==> config.mk <==
export PLATFORM = sky130hd
export DESIGN_NAME = frame_crossfade_blender_unit
export DESIGN_NICKNAME = d
export VERILOG_FILES = /design/src/fcb_pkg.sv /design/src/frame_crossfade_blender_unit.sv /design/src/fcb_div.sv /design/src/fcb_lane.sv
export SDC_FILE = /design/constraint.sdc
export NUM_CORES = 2
export LEC_CHECK = 0
export BUFFER_PORTS_ARGS = -buffer_cell sky130_fd_sc_hd__buf_4
export CORE_ASPECT_RATIO = 1.1
export CORE_MARGIN = 5
export CORE_UTILIZATION = 60
export DETAILED_ROUTE_END_ITERATION = 16
export PLACE_DENSITY_LB_ADDON = 0.2
export SLEW_MARGIN = 5
export SYNTH_ARGS = -nofsm -noshare
export SYNTH_HDL_FRONTEND = slang
export SYNTH_SLANG_ARGS = --single-unit
==> constraint.sdc <==
create_clock -name clock -period 16.05 [get_ports clock]
set_input_delay 2.4075 -clock clock [delete_from_list [all_inputs] [get_ports clock]]
set_output_delay 2.4075 -clock clock [all_outputs]
set_load 0.01 [all_outputs]
==> src/fcb_pkg.sv <==
// shared types and constants for the frame crossfade blender
`timescale 1ns / 1ps
`default_nettype none

package fcb_pkg;

   localparam int CH_W       = 8;
   localparam int DUR_W      = 16;
   localparam int FRAC_BITS  = 16;
   localparam int WEIGHT_W   = FRAC_BITS + 1;
   localparam int ACC_W      = CH_W + WEIGHT_W;
   localparam int DIV_STEPS  = WEIGHT_W;
   localparam int DIV_CNT_W  = $clog2(DIV_STEPS + 1);

   localparam logic [WEIGHT_W-1:0] WEIGHT_ONE = WEIGHT_W'(1) << FRAC_BITS;
   localparam logic [ACC_W-1:0]    ROUND_HALF = ACC_W'(1) << (FRAC_BITS - 1);
   localparam logic [DUR_W-1:0]    FADE_RESET = DUR_W'(1);

   typedef struct packed {
      logic [CH_W-1:0] a_red;
      logic [CH_W-1:0] a_green;
      logic [CH_W-1:0] a_blue;
      logic [CH_W-1:0] b_red;
      logic [CH_W-1:0] b_green;
      logic [CH_W-1:0] b_blue;
      logic            frame_start;
      logic            frame_last;
   } req_type;

   typedef struct packed {
      logic [CH_W-1:0] out_red;
      logic [CH_W-1:0] out_green;
      logic [CH_W-1:0] out_blue;
      logic            end_of_frame;
      logic            fade_done;
   } rsp_type;

   typedef struct packed {
      logic             start;
      logic [DUR_W-1:0] numer;
      logic [DUR_W-1:0] denom;
   } div_cmd_type;

   typedef struct packed {
      logic                done;
      logic [WEIGHT_W-1:0] quot;
   } div_rsp_type;

endpackage

`default_nettype wire

==> src/frame_crossfade_blender_unit.sv <==
// top level of the frame crossfade blender: control, weight state, lanes, output register
`timescale 1ns / 1ps
`default_nettype none

// usage
// - req channel (valid/ready) carries one pixel pair per beat: color a of the
//   outgoing frame, color b of the incoming frame, frame_start and frame_last
// - rsp channel (valid/ready) returns one blended pixel per beat, with
//   end_of_frame copied from frame_last and fade_done on a last pixel once the
//   fade has run its full duration
// - csr_we / csr_wdata write the fade length in frames (0 acts as 1); a write
//   restarts the fade from frame a; write only while the block is idle
// latency and throughput
// - a pixel without frame_start is blended combinationally and shows on rsp the
//   cycle after its beat; such pixels stream at one per cycle while rsp is not stalled
// - a frame_start pixel advances the frame counter and runs the 17 step
//   restoring divider for the new weight, one quotient bit per cycle; its
//   result shows on rsp once the new weight is registered; req_ready is low meanwhile
// reset
// - synchronous, active high: fade length 1, counter and weight 0, no result
//   pending; no clearing pass
// stall
// - the output register holds a result until rsp_ready; req_ready is high while
//   idle with that register empty or drained in the same cycle, else it drops

module frame_crossfade_blender_unit (
   input  wire                            clock,
   input  wire                            reset,
   input  wire                            req_valid,
   output logic                           req_ready,
   input  fcb_pkg::req_type               req_data,
   output logic                           rsp_valid,
   input  wire                            rsp_ready,
   output fcb_pkg::rsp_type               rsp_data,
   input  wire                            csr_we,
   input  wire [fcb_pkg::DUR_W-1:0]       csr_wdata
);

   typedef enum logic [1:0] {
      ST_IDLE,
      ST_DIV,
      ST_BLEND
   } state_type;

   state_type                    state_ff, state_in;
   logic [fcb_pkg::DUR_W-1:0]    fade_ff, fade_in;
   logic [fcb_pkg::DUR_W-1:0]    elapsed_ff, elapsed_in;
   logic [fcb_pkg::WEIGHT_W-1:0] weight_ff, weight_in;
   fcb_pkg::req_type             hold_ff, hold_in;
   logic                         rsp_valid_ff, rsp_valid_in;
   fcb_pkg::rsp_type             rsp_data_ff, rsp_data_in;

   logic [fcb_pkg::DUR_W-1:0]    dur;
   logic [fcb_pkg::DUR_W-1:0]    elapsed_next;
   logic                         out_free;
   logic                         accept;
   logic                         load_out;
   fcb_pkg::req_type             pix;
   fcb_pkg::div_cmd_type         div_cmd;
   fcb_pkg::div_rsp_type         div_rsp;
   logic [fcb_pkg::CH_W-1:0]     mix_red, mix_green, mix_blue;

   // zero length behaves as one frame
   assign dur = (fade_ff == '0) ? fcb_pkg::DUR_W'(1) : fade_ff;

   // counter saturates at the duration
   assign elapsed_next = (elapsed_ff < dur) ? (elapsed_ff + 1'b1) : dur;

   assign out_free  = !rsp_valid_ff || rsp_ready;
   assign req_ready = (state_ff == ST_IDLE) && out_free;
   assign accept    = req_valid && req_ready;

   // lanes see the live beat, or the held frame_start pixel once its weight is in
   assign pix = (state_ff == ST_BLEND) ? hold_ff : req_data;

   assign div_cmd.start = accept && req_data.frame_start;
   assign div_cmd.numer = elapsed_next;
   assign div_cmd.denom = dur;

   fcb_div u_div (
      .clock (clock),
      .reset (reset),
      .cmd   (div_cmd),
      .rsp   (div_rsp)
   );

   fcb_lane u_lane_red (
      .chan_a (pix.a_red),
      .chan_b (pix.b_red),
      .weight (weight_ff),
      .mix    (mix_red)
   );

   fcb_lane u_lane_green (
      .chan_a (pix.a_green),
      .chan_b (pix.b_green),
      .weight (weight_ff),
      .mix    (mix_green)
   );

   fcb_lane u_lane_blue (
      .chan_a (pix.a_blue),
      .chan_b (pix.b_blue),
      .weight (weight_ff),
      .mix    (mix_blue)
   );

   always_comb begin
      state_in     = state_ff;
      fade_in      = fade_ff;
      elapsed_in   = elapsed_ff;
      weight_in    = weight_ff;
      hold_in      = hold_ff;
      load_out     = 1'b0;

      case (state_ff)
         ST_IDLE: begin
            if (csr_we) begin
               fade_in    = csr_wdata;
               elapsed_in = '0;
               weight_in  = '0;
            end else if (accept) begin
               if (req_data.frame_start) begin
                  elapsed_in = elapsed_next;
                  hold_in    = req_data;
                  state_in   = ST_DIV;
               end else begin
                  load_out = 1'b1;
               end
            end
         end
         ST_DIV: begin
            if (div_rsp.done) begin
               weight_in = div_rsp.quot;
               state_in  = ST_BLEND;
            end
         end
         ST_BLEND: begin
            if (out_free) begin
               load_out = 1'b1;
               state_in = ST_IDLE;
            end
         end
         default: begin
            state_in = ST_IDLE;
         end
      endcase

      // merge the three lanes and the frame flags into one result beat
      rsp_data_in = rsp_data_ff;
      if (load_out) begin
         rsp_data_in.out_red      = mix_red;
         rsp_data_in.out_green    = mix_green;
         rsp_data_in.out_blue     = mix_blue;
         rsp_data_in.end_of_frame = pix.frame_last;
         rsp_data_in.fade_done    = pix.frame_last && (elapsed_ff >= dur);
      end

      if (load_out) begin
         rsp_valid_in = 1'b1;
      end else if (rsp_ready) begin
         rsp_valid_in = 1'b0;
      end else begin
         rsp_valid_in = rsp_valid_ff;
      end
   end

   always_ff @(posedge clock) begin
      if (reset) begin
         state_ff     <= ST_IDLE;
         fade_ff      <= fcb_pkg::FADE_RESET;
         elapsed_ff   <= '0;
         weight_ff    <= '0;
         rsp_valid_ff <= 1'b0;
      end else begin
         state_ff     <= state_in;
         fade_ff      <= fade_in;
         elapsed_ff   <= elapsed_in;
         weight_ff    <= weight_in;
         rsp_valid_ff <= rsp_valid_in;
      end
      hold_ff     <= hold_in;
      rsp_data_ff <= rsp_data_in;
   end

   assign rsp_valid = rsp_valid_ff;
   assign rsp_data  = rsp_data_ff;

endmodule

`default_nettype wire

==> src/fcb_div.sv <==
// radix-2 restoring divider for the blend weight, elapsed * 2^16 / duration
`timescale 1ns / 1ps
`default_nettype none

module fcb_div (
   input  wire                 clock,
   input  wire                 reset,
   input  fcb_pkg::div_cmd_type cmd,
   output fcb_pkg::div_rsp_type rsp
);

   logic [fcb_pkg::WEIGHT_W-1:0]  rem_ff, rem_in;
   logic [fcb_pkg::WEIGHT_W-1:0]  quot_ff, quot_in;
   logic [fcb_pkg::DUR_W-1:0]     denom_ff, denom_in;
   logic [fcb_pkg::DIV_CNT_W-1:0] cnt_ff, cnt_in;
   logic                          done_ff, done_in;
   logic                          ge;
   logic [fcb_pkg::WEIGHT_W-1:0]  diff;

   // numerator never exceeds the divisor, so the remainder fits in 17 bits
   assign ge   = rem_ff >= {1'b0, denom_ff};
   assign diff = ge ? (rem_ff - {1'b0, denom_ff}) : rem_ff;

   always_comb begin
      rem_in   = rem_ff;
      quot_in  = quot_ff;
      denom_in = denom_ff;
      cnt_in   = cnt_ff;
      done_in  = 1'b0;
      if (cmd.start) begin
         rem_in   = {1'b0, cmd.numer};
         denom_in = cmd.denom;
         cnt_in   = fcb_pkg::DIV_CNT_W'(fcb_pkg::DIV_STEPS);
      end else if (cnt_ff != '0) begin
         rem_in  = {diff[fcb_pkg::WEIGHT_W-2:0], 1'b0};
         quot_in = {quot_ff[fcb_pkg::WEIGHT_W-2:0], ge};
         cnt_in  = cnt_ff - 1'b1;
         done_in = (cnt_ff == fcb_pkg::DIV_CNT_W'(1));
      end
   end

   always_ff @(posedge clock) begin
      if (reset) begin
         cnt_ff  <= '0;
         done_ff <= 1'b0;
      end else begin
         cnt_ff  <= cnt_in;
         done_ff <= done_in;
      end
      rem_ff   <= rem_in;
      quot_ff  <= quot_in;
      denom_ff <= denom_in;
   end

   assign rsp.done = done_ff;
   assign rsp.quot = quot_ff;

endmodule

`default_nettype wire

==> src/fcb_lane.sv <==
// one color lane: a*(1-w) + b*w rounded half up to 8 bits
`timescale 1ns / 1ps
`default_nettype none

module fcb_lane (
   input  wire [fcb_pkg::CH_W-1:0]     chan_a,
   input  wire [fcb_pkg::CH_W-1:0]     chan_b,
   input  wire [fcb_pkg::WEIGHT_W-1:0] weight,
   output logic [fcb_pkg::CH_W-1:0]    mix
);

   logic [fcb_pkg::WEIGHT_W-1:0] inv_w;
   logic [fcb_pkg::ACC_W-1:0]    prod_a;
   logic [fcb_pkg::ACC_W-1:0]    prod_b;
   logic [fcb_pkg::ACC_W-1:0]    acc;

   assign inv_w  = fcb_pkg::WEIGHT_ONE - weight;
   assign prod_a = fcb_pkg::ACC_W'(chan_a) * fcb_pkg::ACC_W'(inv_w);
   assign prod_b = fcb_pkg::ACC_W'(chan_b) * fcb_pkg::ACC_W'(weight);
   // sum stays below 2^24, no clamp
   assign acc    = prod_a + prod_b + fcb_pkg::ROUND_HALF;
   assign mix    = acc[fcb_pkg::FRAC_BITS +: fcb_pkg::CH_W];

endmodule

`default_nettype wire

==> results.py <==
metrics = {
    "status": {
        "status": "finished, final reports clean",
    },
    "routing": {
        "dr.pass1.iters": 5,
        "detail_route.vias_per_cell": 5.50,
        "routed_wl_mm": 83.3,
        "vias": 24467,
        "drc": 0,
        "ant_nets": 0,
        "first_iter_violations": 1429,
        "routedWlPerCell_um": 18.7,
    },
    "sta": {
        "fin_crit_ns": 8.82,
        "setup_violations": 0,
        "fin_setup_tns_ns": 0,
        "relSlewSlack": 0.180,
        "finalHoldViolations": 0,
        "setup_slack_ns": 7.23,
        "skew_ns": 0.0313,
        "rsz0062_at_grt": "no",
        "worstMarginPinSlew_ns": 1.22,
        "maxSlewViolCount": 0,
        "fin_crit_sh": 0.550,
        "fmax_ghz": 0.113,
    },
    "cts": {
        "clk_path_buf_depth": 2,
        "ctsHoldBuffers": 0,
        "path_clk_slew_ns": 0.09,
        "cts_buffers": 17,
        "post_cts_buffers": 0,
        "htreeDepth": 4,
        "clockRootBuffer": "clkbuf_16",
        "cts_tree": "yes",
        "clock-sinks": 183,
        "worstSkewPairLatency_ns": 0.54,
        "cts_resized": 0,
    },
    "pwr": {
        "irDropWorstVdd_uv": 122,
        "power_density_nw_per_um2": 103,
        "p_leak_nw": 17.7,
    },
    "logic_synthesis": {
        "synthesis.nets": 4689,
        "ys_seq_area_frac": 0.145,
        "synthArstFlopShare": 0,
        "avgSynthCellArea_um2": 9.15,
        "synth_area_um2": 33800,
        "synth_warnings": 0,
        "ys.flop_type": "edfxtp_1",
        "syn-instance-count": 3689,
        "synth_cell_types": 68,
        "ys_ff_latch": 183,
        "synth-edff-count": 124,
    },
    "layout": {
        "nets": 4693,
        "layout_common_cells": "inv_1 (875), fa_1 (655), nand2_1 (487), ha_1 (274), nor2_1 (237)",
        "final_area_um2": 35900,
        "fin_cells": 4450,
        "final_common_cell": "inv_1",
        "drive_gt1_frac": 0.0737,
        "antenna_cells": 0,
        "syn_to_final_growth_pct": 6.37,
    },
    "placed_design": {
        "io_buffers": 98,
        "gp_congestion": 0.884,
        "placed_cells": 4418,
        "postPlaceCellArea_um2": 35300,
        "dp_hpwl_mm": 65.3,
        "pre_cts_ws_ns": 7.04,
    },
    "grt": {
        "overflow": 0,
        "antenna_found_initial": 0,
        "grt_max_degree": 59,
        "grt_pass1_wl_mm": 138,
        "grt_pass1_vias": 26403,
        "globalRouteTotalUtil": 0.287,
    },
    "floorplanning": {
        "die-area_um2": 61100,
        "fp.dieH_um": 259,
        "rows": 91,
        "dieWidth_um": 236,
        "io_pins": 99,
        "core_area_um2": 55900,
        "initial_core_util": 0.604,
    },
    "critical_path": {
        "cpMostUsedCell": "fa_1",
        "start_kind": "register",
        "cpPeakStageDelay_ns": 0.53,
        "critical_path_peak_fanout": 23,
        "worstPathArrival_ns": 9.09,
        "critPathSlowestCell": "xor2_1",
        "path_class": "register to register",
        "crit_path_end_kind": "register",
        "critPathRequiredTime_ns": 16.32,
    },
    "job": {
        "drv_cap": 0,
    },
    "min_path": {
        "hold_path.class": "register to register",
    },
}
flip-flops by register name (all words and copies together) (netlist names):
| signal | cells |
|---|---|
| elapsed_ff | 16 |
| fade_ff | 16 |
| hold_ff | 49 |
| rsp_data | 26 |
| rsp_valid | 1 |
| state_ff | 2 |
| u_div.cnt_ff | 5 |
| u_div.denom_ff | 16 |
| u_div.done_ff | 1 |
| u_div.quot_ff | 17 |
| u_div.rem_ff | 17 |
| weight_ff | 17 |
path summary, 6_finish.rpt:
| check | cells past startpoint | slack, ns | from | endpoint |
|---|---|---|---|---|
| worst min register to register | 0 | 0.45 | u_div.quot_ff[4] | u_div.quot_ff[5] |
| worst max register to register | 28 | 7.23 | weight_ff[1] | rsp_data[9] |
| worst max-delay path | 28 | 7.23 | weight_ff[1] | rsp_data[9] |
| worst min-delay path | 0 | 0.45 | u_div.quot_ff[4] | u_div.quot_ff[5] |
per-stage QoR:
stage | util | total power [mW] | hold slack (ns)
detailed placement | 0.631 | 3.21 | 0.434
floorplan | - | 2.54 | 0.426
global placement | 0.631 | 3.14 | 0.431
finish | 0.642 | 3.68 | 0.454
global route | 0.642 | 4.08 | 0.469
CTS | 0.642 | 3.71 | 0.450
synthesized netlist by cell type (all sizes together) (8+ instances only):
cell,count,area [um2]
dfxtp,59,1180
or2,19,119
inv,875,3280
fa,655,13100
a21oi,96,488
or4,17,128
edfxtp,124,3720
nor2,238,893
mux2,40,450
xnor2,74,648
nand2,487,1830
nand3,42,210
xor2,29,254
nand2b,29,181
ha,274,3430
nor3,43,215
a21o,21,159
and3,10,62.6
nand4,11,68.8
clkbuf,154,578
a211oi,12,95.1
buf,17,101
mux2i,47,470
and2,199,1240
nor2b,19,119
o21a,8,60.1
o21ai,26,130
power breakdown:
part | internal [mW] | leakage (nW) | switching (mW)
combinational | 1.00 | 15.8 | 1.47
clock | 0.214 | 0.296 | 0.267
sequential | 0.683 | 1.66 | 0.0507
total | 1.90 | 17.7 | 1.78
metal layers:
layer	wire (um)	GRT usage
met4	3930	0.118
met3	4610	0.0398
met5	0	0
met2	42700	0.510
met1	32000	0.357
area by class of cell:
type | count | area, um2
fill | 4739 | 20000
multi-input combinational | 2457 | 25000
inverter | 878 | 3300
tap | 744 | 931
timing repair buffer | 156 | 1170
clock buffer | 17 | 425
clock inverter | 15 | 200
sequential | 183 | 4900
cell families after synthesis:
logic type,count (synthesis),share of synthesized area
DFF,183,0.145
buffers and inverters,1049,0.118
and+or+nand+nor,1133,0.155
AOI/OAI and AO/OA,205,0.0385
muxes,87,0.0273
xor gates and xnor gates,103,0.0267
adders and majority gates,929,0.490
worst max-delay path, delay by kind of cell (launching register included):
| family | cells | cell delay (ns) |
|---|---|---|
| AOI/OAI and AO/OA | 6 | 1.74 |
| xor gates and xnor gates | 2 | 0.64 |
| adders and majority gates | 8 | 3.67 |
| buffers and inverters | 6 | 1.02 |
| DFF | 1 | 0.31 |
| and+or+nand+nor | 6 | 1.17 |
No activity file was read; power rests on OpenSTA's default activity.
